**config.mk**
```make
export PLATFORM = sky130hd
export DESIGN_NAME = sha256_stream_hasher
export DESIGN_NICKNAME = d
export VERILOG_FILES = /design/src/hw/rtl/sha_pkg.sv /design/src/hw/rtl/sha_cell.sv /design/src/hw/rtl/sha_round.sv /design/src/hw/rtl/sha256_stream_hasher.sv
export SDC_FILE = /design/constraint.sdc
export NUM_CORES = 2
export LEC_CHECK = 0
export ABC_AREA = 1
export BUFFER_PORTS_ARGS = -buffer_cell sky130_fd_sc_hd__buf_2
export CAP_MARGIN = 20
export CORE_MARGIN = 2
export CORE_UTILIZATION = 55
export CTS_CLUSTER_SIZE = 16
export DETAILED_ROUTE_END_ITERATION = 6
export HOLD_SLACK_MARGIN = 0.05
export PLACE_DENSITY = 0.82
export SYNTH_ARGS = -nofsm -noshare
export SYNTH_HDL_FRONTEND = slang
export SYNTH_SLANG_ARGS = --single-unit
```
**constraint.sdc**
```tcl
create_clock -name clk -period 29.2 [get_ports clk]
set_input_delay 4.38 -clock clk [delete_from_list [all_inputs] [get_ports clk]]
set_output_delay 4.38 -clock clk [all_outputs]
set_load 0.02 [all_outputs]
```
**src/hw/rtl/sha_pkg.sv**
```systemverilog
`default_nettype none
// ----------------------------------------------------------------------------
// sha_pkg
// Shared types, constants and round functions of the SHA-256 stream hasher.
// ----------------------------------------------------------------------------
package sha_pkg;

    localparam int NUM_WORDS  = 8;
    localparam int NUM_CELLS  = 16;
    localparam int NUM_ROUNDS = 64;

    localparam logic [7:0] PAD_BYTE  = 8'h80;
    localparam logic [7:0] ZERO_BYTE = 8'h00;
    localparam logic [5:0] LEN_START = 6'd56;
    localparam logic [5:0] FILL_LAST = 6'd63;
    localparam logic [5:0] ROUND_LAST = 6'd63;
    localparam logic [2:0] WORD_LAST = 3'd7;

    localparam logic [31:0] IV_WORDS [NUM_WORDS] = '{
        32'h6a09e667, 32'hbb67ae85, 32'h3c6ef372, 32'ha54ff53a,
        32'h510e527f, 32'h9b05688c, 32'h1f83d9ab, 32'h5be0cd19
    };

    localparam logic [31:0] K_TABLE [NUM_ROUNDS] = '{
        32'h428a2f98, 32'h71374491, 32'hb5c0fbcf, 32'he9b5dba5,
        32'h3956c25b, 32'h59f111f1, 32'h923f82a4, 32'hab1c5ed5,
        32'hd807aa98, 32'h12835b01, 32'h243185be, 32'h550c7dc3,
        32'h72be5d74, 32'h80deb1fe, 32'h9bdc06a7, 32'hc19bf174,
        32'he49b69c1, 32'hefbe4786, 32'h0fc19dc6, 32'h240ca1cc,
        32'h2de92c6f, 32'h4a7484aa, 32'h5cb0a9dc, 32'h76f988da,
        32'h983e5152, 32'ha831c66d, 32'hb00327c8, 32'hbf597fc7,
        32'hc6e00bf3, 32'hd5a79147, 32'h06ca6351, 32'h14292967,
        32'h27b70a85, 32'h2e1b2138, 32'h4d2c6dfc, 32'h53380d13,
        32'h650a7354, 32'h766a0abb, 32'h81c2c92e, 32'h92722c85,
        32'ha2bfe8a1, 32'ha81a664b, 32'hc24b8b70, 32'hc76c51a3,
        32'hd192e819, 32'hd6990624, 32'hf40e3585, 32'h106aa070,
        32'h19a4c116, 32'h1e376c08, 32'h2748774c, 32'h34b0bcb5,
        32'h391c0cb3, 32'h4ed8aa4a, 32'h5b9cca4f, 32'h682e6ff3,
        32'h748f82ee, 32'h78a5636f, 32'h84c87814, 32'h8cc70208,
        32'h90befffa, 32'ha4506ceb, 32'hbef9a3f7, 32'hc67178f2
    };

    typedef enum logic [2:0] {
        ST_IDLE,
        ST_PAD,
        ST_ROUND,
        ST_FOLD,
        ST_EMIT
    } state_t;

    typedef enum logic [1:0] {
        CELL_HOLD,
        CELL_BYTE,
        CELL_WORD
    } cell_mode_t;

    function automatic logic [31:0] rotr(input logic [31:0] x, input int n);
        return (x >> n) | (x << (32 - n));
    endfunction

    function automatic logic [31:0] big_sigma0(input logic [31:0] x);
        return rotr(x, 2) ^ rotr(x, 13) ^ rotr(x, 22);
    endfunction

    function automatic logic [31:0] big_sigma1(input logic [31:0] x);
        return rotr(x, 6) ^ rotr(x, 11) ^ rotr(x, 25);
    endfunction

    function automatic logic [31:0] small_sigma0(input logic [31:0] x);
        return rotr(x, 7) ^ rotr(x, 18) ^ (x >> 3);
    endfunction

    function automatic logic [31:0] small_sigma1(input logic [31:0] x);
        return rotr(x, 17) ^ rotr(x, 19) ^ (x >> 10);
    endfunction

    function automatic logic [31:0] choose(input logic [31:0] e, input logic [31:0] f,
                                           input logic [31:0] g);
        return (e & f) ^ (~e & g);
    endfunction

    function automatic logic [31:0] majority(input logic [31:0] a, input logic [31:0] b,
                                             input logic [31:0] c);
        return (a & b) ^ (a & c) ^ (b & c);
    endfunction

endpackage
`default_nettype wire

```
**src/hw/rtl/sha_cell.sv**
```systemverilog
`default_nettype none
// ----------------------------------------------------------------------------
// sha_cell
// One 32-bit cell of the block buffer chain: shifts in a byte from its
// neighbor while a block fills, or takes the neighbor's whole word per round.
// ----------------------------------------------------------------------------
module sha_cell (
    input  wire logic                clk,
    input  wire sha_pkg::cell_mode_t mode,
    input  wire logic [7:0]          byte_in,
    input  wire logic [31:0]         word_in,
    output logic [31:0]              word_out
);
    import sha_pkg::*;

    logic [31:0] word_reg;
    logic [31:0] word_next;

    always_comb
    begin
        case (mode)
            CELL_BYTE: word_next = {word_reg[23:0], byte_in};
            CELL_WORD: word_next = word_in;
            default:   word_next = word_reg;
        endcase
    end

    always_ff @(posedge clk)
    begin
        word_reg <= word_next;
    end

    assign word_out = word_reg;

endmodule
`default_nettype wire

```
**src/hw/rtl/sha_round.sv**
```systemverilog
`default_nettype none
// ----------------------------------------------------------------------------
// sha_round
// Working variables a to h and SHA-256 rounds, one a cycle while step is set.
// ----------------------------------------------------------------------------
module sha_round (
    input  wire logic         clk,
    input  wire logic         load,
    input  wire logic         step,
    input  wire logic [31:0]  chain_in [sha_pkg::NUM_WORDS],
    input  wire logic [31:0]  sched_word,
    input  wire logic [31:0]  round_const,
    output logic [31:0]       wv_out [sha_pkg::NUM_WORDS]
);
    import sha_pkg::*;

    logic [31:0] wv_reg  [NUM_WORDS];
    logic [31:0] wv_next [NUM_WORDS];
    logic [31:0] t1;
    logic [31:0] t2;

    always_comb
    begin
        t1 = wv_reg[7] + big_sigma1(wv_reg[4]) + choose(wv_reg[4], wv_reg[5], wv_reg[6])
             + round_const + sched_word;
        t2 = big_sigma0(wv_reg[0]) + majority(wv_reg[0], wv_reg[1], wv_reg[2]);
        wv_next = wv_reg;
        if (load)
        begin
            wv_next = chain_in;
        end
        else if (step)
        begin
            wv_next[7] = wv_reg[6];
            wv_next[6] = wv_reg[5];
            wv_next[5] = wv_reg[4];
            wv_next[4] = wv_reg[3] + t1;
            wv_next[3] = wv_reg[2];
            wv_next[2] = wv_reg[1];
            wv_next[1] = wv_reg[0];
            wv_next[0] = t1 + t2;
        end
    end

    always_ff @(posedge clk)
    begin
        wv_reg <= wv_next;
    end

    assign wv_out = wv_reg;

endmodule
`default_nettype wire

```
**src/hw/rtl/sha256_stream_hasher.sv**
```systemverilog
`default_nettype none
// ----------------------------------------------------------------------------
// sha256_stream_hasher
// SHA-256 over a byte stream with built-in padding and digest readout.
// ----------------------------------------------------------------------------
// Message bytes are taken one per cycle while in_stall is low into a chain of
// sixteen 32-bit cells that forms the block buffer. When the 64th byte of a
// block arrives, input stalls while the single round unit runs the 64 rounds,
// during which the cell chain shifts one word per cycle and produces the
// message schedule, and while the fold state then adds the result into the
// chaining words. A word with last_byte set is followed by padding
// generated internally at one byte per cycle (9 to 72 bytes, one or two more
// compressions), after which the eight digest words are offered in order,
// one per cycle while out_stall is low. No new input word is taken until the
// last digest word has been taken.
// ----------------------------------------------------------------------------
module sha256_stream_hasher (
    input  wire logic         clk,
    input  wire logic         rst_n,
    input  wire logic         in_valid,
    output logic              in_stall,
    input  wire logic [7:0]   msg_byte,
    input  wire logic         byte_present,
    input  wire logic         last_byte,
    output logic              out_valid,
    input  wire logic         out_stall,
    output logic [31:0]       digest_word,
    output logic [2:0]        word_index,
    output logic              last_word
);
    import sha_pkg::*;

    state_t      state_reg;
    state_t      state_next;

    logic [31:0] chain_reg [NUM_WORDS];
    logic [31:0] chain_next [NUM_WORDS];
    logic [60:0] byte_total_reg;
    logic [60:0] byte_total_next;
    logic [5:0]  block_fill_reg;
    logic [5:0]  block_fill_next;
    logic [5:0]  round_step_reg;
    logic [5:0]  round_step_next;
    logic [2:0]  word_idx_reg;
    logic [2:0]  word_idx_next;
    logic        finishing_reg;
    logic        finishing_next;
    logic        pad80_reg;
    logic        pad80_next;
    logic        len_phase_reg;
    logic        len_phase_next;
    logic        pad_done_reg;
    logic        pad_done_next;

    logic        in_acc;
    logic        out_acc;
    logic        emit_end;
    logic        push_en;
    logic        wrap;
    logic [7:0]  push_val;
    logic [7:0]  pad_val;
    logic [7:0]  len_byte;
    logic [63:0] bit_len;
    cell_mode_t  cell_mode;
    logic        wv_load;
    logic        wv_step;

    logic [31:0] cell_word [NUM_CELLS];
    logic [31:0] sched_new;
    logic [31:0] wv [NUM_WORDS];

    // Block buffer: cell 0 holds the oldest schedule word.
    assign sched_new = small_sigma1(cell_word[14]) + cell_word[9]
                       + small_sigma0(cell_word[1]) + cell_word[0];

    for (genvar i = 0; i < NUM_CELLS; i++)
    begin : g_cell
        if (i == NUM_CELLS - 1)
        begin : g_tail
            sha_cell u_cell (
                .clk      (clk),
                .mode     (cell_mode),
                .byte_in  (push_val),
                .word_in  (sched_new),
                .word_out (cell_word[i])
            );
        end
        else
        begin : g_body
            sha_cell u_cell (
                .clk      (clk),
                .mode     (cell_mode),
                .byte_in  (cell_word[i + 1][31:24]),
                .word_in  (cell_word[i + 1]),
                .word_out (cell_word[i])
            );
        end
    end

    sha_round u_round (
        .clk         (clk),
        .load        (wv_load),
        .step        (wv_step),
        .chain_in    (chain_reg),
        .sched_word  (cell_word[0]),
        .round_const (K_TABLE[round_step_reg]),
        .wv_out      (wv)
    );

    // Handshake and datapath control.
    always_comb
    begin
        in_stall  = (state_reg != ST_IDLE);
        out_valid = (state_reg == ST_EMIT);
        in_acc    = in_valid && (state_reg == ST_IDLE);
        out_acc   = out_valid && !out_stall;
        emit_end  = out_acc && (word_idx_reg == WORD_LAST);

        bit_len  = {byte_total_reg, 3'b000};
        len_byte = 8'(bit_len >> {~block_fill_reg[2:0], 3'b000});
        if (!pad80_reg)
        begin
            pad_val = PAD_BYTE;
        end
        else if (len_phase_reg || (block_fill_reg == LEN_START))
        begin
            pad_val = len_byte;
        end
        else
        begin
            pad_val = ZERO_BYTE;
        end

        push_en  = (in_acc && byte_present) || (state_reg == ST_PAD);
        push_val = (state_reg == ST_PAD) ? pad_val : msg_byte;
        wrap     = push_en && (block_fill_reg == FILL_LAST);

        if (push_en)
        begin
            cell_mode = CELL_BYTE;
        end
        else if (state_reg == ST_ROUND)
        begin
            cell_mode = CELL_WORD;
        end
        else
        begin
            cell_mode = CELL_HOLD;
        end

        wv_load = wrap;
        wv_step = (state_reg == ST_ROUND);
    end

    always_comb
    begin
        state_next = state_reg;
        case (state_reg)
            ST_IDLE:
            begin
                if (in_acc)
                begin
                    if (wrap)
                    begin
                        state_next = ST_ROUND;
                    end
                    else if (last_byte)
                    begin
                        state_next = ST_PAD;
                    end
                end
            end
            ST_PAD:
            begin
                if (wrap)
                begin
                    state_next = ST_ROUND;
                end
            end
            ST_ROUND:
            begin
                if (round_step_reg == ROUND_LAST)
                begin
                    state_next = ST_FOLD;
                end
            end
            ST_FOLD:
            begin
                if (!finishing_reg)
                begin
                    state_next = ST_IDLE;
                end
                else if (pad_done_reg)
                begin
                    state_next = ST_EMIT;
                end
                else
                begin
                    state_next = ST_PAD;
                end
            end
            ST_EMIT:
            begin
                if (emit_end)
                begin
                    state_next = ST_IDLE;
                end
            end
            default:
            begin
                state_next = ST_IDLE;
            end
        endcase
    end

    always_comb
    begin
        chain_next      = chain_reg;
        byte_total_next = byte_total_reg;
        block_fill_next = block_fill_reg;
        round_step_next = round_step_reg;
        word_idx_next   = word_idx_reg;
        finishing_next  = finishing_reg;
        pad80_next      = pad80_reg;
        len_phase_next  = len_phase_reg;
        pad_done_next   = pad_done_reg;

        if (push_en)
        begin
            block_fill_next = block_fill_reg + 6'd1;
        end
        if (in_acc)
        begin
            finishing_next = last_byte;
            if (byte_present)
            begin
                byte_total_next = byte_total_reg + 61'd1;
            end
        end
        if (state_reg == ST_PAD)
        begin
            pad80_next = 1'b1;
            if (pad80_reg && (block_fill_reg == LEN_START))
            begin
                len_phase_next = 1'b1;
            end
            if (len_phase_reg && (block_fill_reg == FILL_LAST))
            begin
                pad_done_next = 1'b1;
            end
        end
        if (state_reg == ST_ROUND)
        begin
            round_step_next = round_step_reg + 6'd1;
        end
        if (state_reg == ST_FOLD)
        begin
            for (int i = 0; i < NUM_WORDS; i++)
            begin
                chain_next[i] = chain_reg[i] + wv[i];
            end
        end
        if (out_acc)
        begin
            word_idx_next = word_idx_reg + 3'd1;
        end
        if (emit_end)
        begin
            chain_next      = IV_WORDS;
            byte_total_next = '0;
            finishing_next  = 1'b0;
            pad80_next      = 1'b0;
            len_phase_next  = 1'b0;
            pad_done_next   = 1'b0;
        end
    end

    always_ff @(posedge clk or negedge rst_n)
    begin
        if (!rst_n)
        begin
            state_reg      <= ST_IDLE;
            chain_reg      <= IV_WORDS;
            byte_total_reg <= '0;
            block_fill_reg <= '0;
            round_step_reg <= '0;
            word_idx_reg   <= '0;
            finishing_reg  <= 1'b0;
            pad80_reg      <= 1'b0;
            len_phase_reg  <= 1'b0;
            pad_done_reg   <= 1'b0;
        end
        else
        begin
            state_reg      <= state_next;
            chain_reg      <= chain_next;
            byte_total_reg <= byte_total_next;
            block_fill_reg <= block_fill_next;
            round_step_reg <= round_step_next;
            word_idx_reg   <= word_idx_next;
            finishing_reg  <= finishing_next;
            pad80_reg      <= pad80_next;
            len_phase_reg  <= len_phase_next;
            pad_done_reg   <= pad_done_next;
        end
    end

    assign digest_word = chain_reg[word_idx_reg];
    assign word_index  = word_idx_reg;
    assign last_word   = (word_idx_reg == WORD_LAST);

endmodule
`default_nettype wire

```
Word-level counts from Yosys, hierarchy flattened:

Memories as Yosys holds them, arrays and structs flattened.
Index checks and enable logic that the tools add are counted.

* add/sub/neg operators: 22
* $lt $le $gt $ge: 2
* equality and inequality tests: 15
* shift-type cells: 1
* mux-type cells: 52
* bitwise gates (word level): 30
* reduce and logical (&&, ||, !) cells: 24

Operator list (number)
* $mux 256: 4
* $pmux 32 s2: 16
* $add 32x32->32: 18
* $xor 32x32->32: 9
* $mux 61: 3
* $and 32x32->32: 5
* $mux 32: 4
* $bmux 32 s3: 1
* $shr 64x6->8: 1
* $add 61x1->61 const B: 1
* $not 32->32: 1
* $or 10x32->32: 1
* $or 13x32->32: 1
* $or 14x32->32: 1
* $or 15x32->32: 1
* $or 19x32->32: 1
* $or 21x32->32: 1
* $or 25x32->32: 1
* $or 26x32->32: 1
* $or 30x32->32: 1
* $or 7x32->32: 1
* $xor 32x22->32: 1
* $xor 32x29->32: 1
* $mux 3: 8
* 28 further kinds: 63

* flip-flop bits (word level): 1107
* ROM bits: 2048
* bits of input ports: 14
* output and inout port bits: 38
* word-level logic and storage cells: 188
* memories kept: 1

Memory list
* (name not given): depth 64, width 32, read ports 1, clocked after Yosys merged registers in 0, write ports 0, line sha256_stream_hasher.sv:106 `.round_const (K_TABLE[round_step_reg]),`

Depth between registers and ports, before layout:

* depth in word-level cells: 10
* depth in mapped cells: 43

By module:

Synthesis repeated with hierarchy kept, for this count alone.

* cell total of the unflattened synthesis: 12198
* area, all modules: 87900.6 um^2

By module, submodules not included
* sha256_stream_hasher: instances 1, cells each 7225, area each 42391.9 um^2, seq. area each 8653.3 um^2
* sha_cell: instances 16, cells each 139, area each 1472.7 um^2, seq. area each 960.9 um^2
* sha_round: instances 1, cells each 2749, area each 21946.0 um^2, seq. area each 7687.4 um^2

Least setup slack after synthesis:

OpenSTA, ideal clock, no wires.

* path kind: input port to flip-flop
* from: input in_valid
* to: register g_cell[0].g_body.u_cell.word_reg[0], enable pin
* setup time: 3.641 ns
* data arrival time: 12.921 ns
* data required time: 25.559 ns
* setup slack: 12.638 ns
* stages: 4
* path buffers: 0
* cells stage by stage: nand3_4 > nand2_4 > inv_2 > nand2_1

* cells in the longest elaborated chain, start to end: 6
* elaborated cells on any way between the ends: 7

Ends and longest elaborated chain
* start, declared: line sha256_stream_hasher.sv:20 `input wire logic in_valid,`
* $logic_and 1x1->1 *: line sha256_stream_hasher.sv:115 `in_acc = in_valid && (state_reg == ST_IDLE);`
* $logic_and 1x1->1 *: line sha256_stream_hasher.sv:134 `push_en = (in_acc && byte_present) || (state_reg == ST_PAD);`
* $logic_or 1x1->1 *: line sha256_stream_hasher.sv:134
* $mux 2 *: line sha256_stream_hasher.sv:138 `if (push_en)`
* $eq 2x1->1 or $eq 2x2->1 (tied branches): line sha_cell.sv:21 `case (mode)`
* $reduce_bool 2->1 (no source line) *
* end signal, assigned: line sha_cell.sv:30 `word_reg <= word_next;`
* end, declared: line sha_cell.sv:16 `logic [31:0] word_reg;`

Every way passes the cells marked *; elsewhere a longest branch is shown, timed or not.
A chain may end at the register's enable or synchronous reset.

Worst setup path after layout:

* from: register word_idx_reg[0], in the netlist word_index[0]
* to: output digest_word[27]

* cells in the longest elaborated chain, start to end: 4

Ends and longest elaborated chain
* start, declared: line sha256_stream_hasher.sv:44 `logic [2:0] word_idx_reg;`
* start signal, assigned: line sha256_stream_hasher.sv:300 `word_idx_reg <= word_idx_next;`
* $not 3->4 (not written as such): line sha256_stream_hasher.sv:308 `assign digest_word = chain_reg[word_idx_reg];`
* $bmux 32 s3: line sha256_stream_hasher.sv:308
* $mux 32 (not written as such) (2 in a row): line sha256_stream_hasher.sv:308
* end, declared: line sha256_stream_hasher.sv:27 `output logic [31:0] digest_word,`

No other way between the ends. The select of a mux whose other input is x is not followed.

==> impl_metrics.py <==
metrics = {
    "sta": {
        "rsz0062_at_grt": "no",
        "fin_crit_ps": 10030,
        "tns_ps": 0,
        "relSlewSlack_pct": -7.930,
        "worst_slew_pin_slew_ps": 1619,
        "drv_slew": 1,
        "setup_viol": 0,
        "clock.fmax_ghz": 0.09970,
        "hold_violations": 0,
        "period_share_pct": 34.35,
        "fin_worst_skew_ps": 63.10,
    },
    "worst_hold_path": {
        "worstHoldEndpoint": "byte_total_reg[25]",
        "hold_path.startpoint": "byte_total_reg[25]",
        "hold_depth": 1,
        "hold_class": "reg -> reg",
    },
    "setup_path": {
        "rrSetupSlack_ps": 20550,
        "worstReg2RegStart": "round_step_reg[0]",
        "start_kind": "flip-flop",
        "crit_buf_inv": 4,
        "r2r-end": "u_round.wv_out[247]",
        "reg2reg_depth": 33,
        "crit_type": "reg -> out",
        "crit_family": "compound AO/OA/AOI/OAI gates",
        "end_kind": "output port",
        "timing.critical_path.mode_cell": "buf_4",
        "cp_cell_sequence": "clkinv_2 > buf_4 > buf_4 > nand2_1 > o21ai_0 > a221oi_1 > a31oi_1 > buf_2",
        "worstPathRequired_ps": 24820,
        "path_max_fanout": 57,
        "crit_slowest_cell": "a221oi_1",
        "slowest_delay_ps": 1340,
        "cp.arrival_ps": 5650,
    },
    "clock_tree": {
        "clk_path_buf_depth": 3,
        "clock_sinks": 1107,
        "worstSkewPairLatency_ps": 810,
        "clkTransAtPathRegs_ps": 70,
        "cts_setup_buffers": 0,
        "numCtsBuffers": 130,
        "root_buffer": "clkbuf_16",
        "cts_resized": 0,
        "cts_hold_buffers": 0,
        "cts_tree": "yes",
        "cts_max_level": 4,
    },
    "detailed_routing": {
        "wl_per_cell_um": 25.91,
        "routed_via_density": 6.227,
        "firstDrtPassIters": 7,
        "drtAntennaViolNets": 0,
        "route.detailed.drc": 6,
        "finalWirelength_um": 325000,
        "drt_iter0_drc": 11127,
        "dr_total_vias": 78093,
    },
    "yosys": {
        "ys_warn_count": 0,
        "async_flop_share_pct": 30.62,
        "syn_inst": 10648,
        "synth_fp_nets": 11261,
        "ys.flop_type": "edfxtp_1",
        "synth_cell_types": 73,
        "yosys.area.top_type_share_pct": 28.01,
        "synth_area_leaders": "edfxtp_1 28%, nand2_1 12%, o21ai_0 7.3%",
        "ys_ff_latch": 1107,
        "syn_avg_cell_area_um2": 7.732,
        "yosysSeqAreaShare_pct": 38.52,
        "synth-edff-count": 768,
        "yosysTopAreaCell": "edfxtp_1",
        "synth_area_mm2": 0.08233,
    },
    "floorplan": {
        "dieWidth_um": 390.9,
        "die_h_um": 390.9,
        "start_util_pct": 55.56,
        "rows": 141,
        "dieArea_mm2": 0.1528,
        "coreArea_mm2": 0.1482,
        "pin_count": 52,
    },
    "grt": {
        "grt_usage_pct": 41.79,
        "grt_pass1_wl_um": 471400,
        "grt_overflow_total": 0,
        "grt_max_degree": 194,
        "grt_pass1_vias": 72162,
        "grt_antenna_before_repair": 18,
    },
    "final_layout": {
        "mostFrequentLayoutCell": "nand2_1",
        "area_growth_pct": 7.422,
        "layout_common_cells": "2,595 x nand2_1, 1,461 x inv_1, 1,201 x o21ai_0, 768 x edfxtp_1, 705 x nor2_1",
        "nets": 11110,
        "fillers": 13397,
        "largest_reg_flops": 480,
        "drive_gt1_share_pct": 4.999,
    },
    "placement": {
        "dpl.hpwl_um": 250200,
        "gp_congestion": 1.052,
        "port_buffers": 51,
    },
    "outcome": {
        "status": "finished, violations left",
        "violations": "DRC, slew limit",
    },
    "flow_run": {
        "maxCapViolCount": 0,
    },
}
[worst max-delay path by stage]
stage | end | from | cells past startpoint | slack (ps)
global placement | u_round.wv_out[198] | in_valid | 11 | 19500
detailed placement | u_round.wv_out[198] | in_valid | 11 | 19350
floorplan | g_cell[0].g_body.u_cell.word_out[0] | in_valid | 4 | 12640
global route | digest_word[27] | word_index[0] | 8 | 19450
finish | digest_word[27] | word_index[0] | 8 | 19170
CTS | digest_word[27] | word_index[0] | 8 | 19810
[area by class of cell]
class                   instances  area (um2)  area share (%)
multi-input cells            7649       43370           49.04
flip-flops and latches       1107       31720           35.87
inverters                    1481        5587           6.317
clock buffers                 175        3492           3.949
well taps                    1930        2415           2.730
clock inverters                63       939.7           1.062
repair buffers                128       894.6           1.012
diodes                          8       20.02         0.02264
[synthesized netlist by cell type (all sizes together), types with 57 or more instances]
cell,count
nand2,2605
o22ai,99
xor2,231
ha,403
clkbuf,276
dfrtp,203
buf,135
inv,1473
fa,196
a31oi,57
nand4,122
a21oi,693
nand3,474
nor2,717
o21ai,1307
a21o,60
dfstp,136
o21bai,66
nor3,124
xnor2,156
edfxtp,768
[worst register-to-register path: cells and delay by family (launching register included)]
family,cells,cell delay (ps)
AO/OA/AOI/OAI,5,1500
buffers and inverters,4,710
XOR/XNOR,1,620
flip-flops,1,730
AND/OR/NAND/NOR,18,2570
adder cells (fa/ha/maj),5,2260
[stage by stage]
stage | setup WS [ps] | instances | area [um2] | hold slack (ps) | util [%]
floorplan | 12640 | 10648 | 82330 | 445.8 | -
global placement | 19500 | 12290 | 83940 | 461.2 | 56.64
detailed placement | 19350 | 12293 | 83950 | 483.1 | 56.65
CTS | 19810 | 12531 | 88380 | 498.9 | 59.64
global route | 19450 | 12533 | 88420 | 518.7 | 59.67
finish | 19170 | 12541 | 88440 | 503.7 | 59.68
[layer usage]
| metal | track usage, % | vias up | part of all wire [%] |
|---|---|---|---|
| met4 | 18.84 | 22 | 5.5 |
| met1 | 59.56 | 37044 | 41 |
| met3 | 13.54 | 921 | 14 |
| li1 | - | 35099 | - |
| met5 | 0 | - | 0.054 |
| met2 | 57.45 | 5007 | 40 |
[cells by family after synthesis]
kind of cell | after synthesis | synth area share, %
AO/OA/AOI/OAI | 2497 | 16.56
adder cells (fa/ha/maj) | 620 | 11.15
buffers and inverters | 1892 | 8.840
XOR/XNOR | 387 | 4.117
flip-flops | 1107 | 38.52
AND/OR/NAND/NOR | 4137 | 20.71
multiplexers | 8 | 0.09727
Power is not shown: default switching activity piles up to over one toggle a cycle in this logic, so the estimate is an artifact.
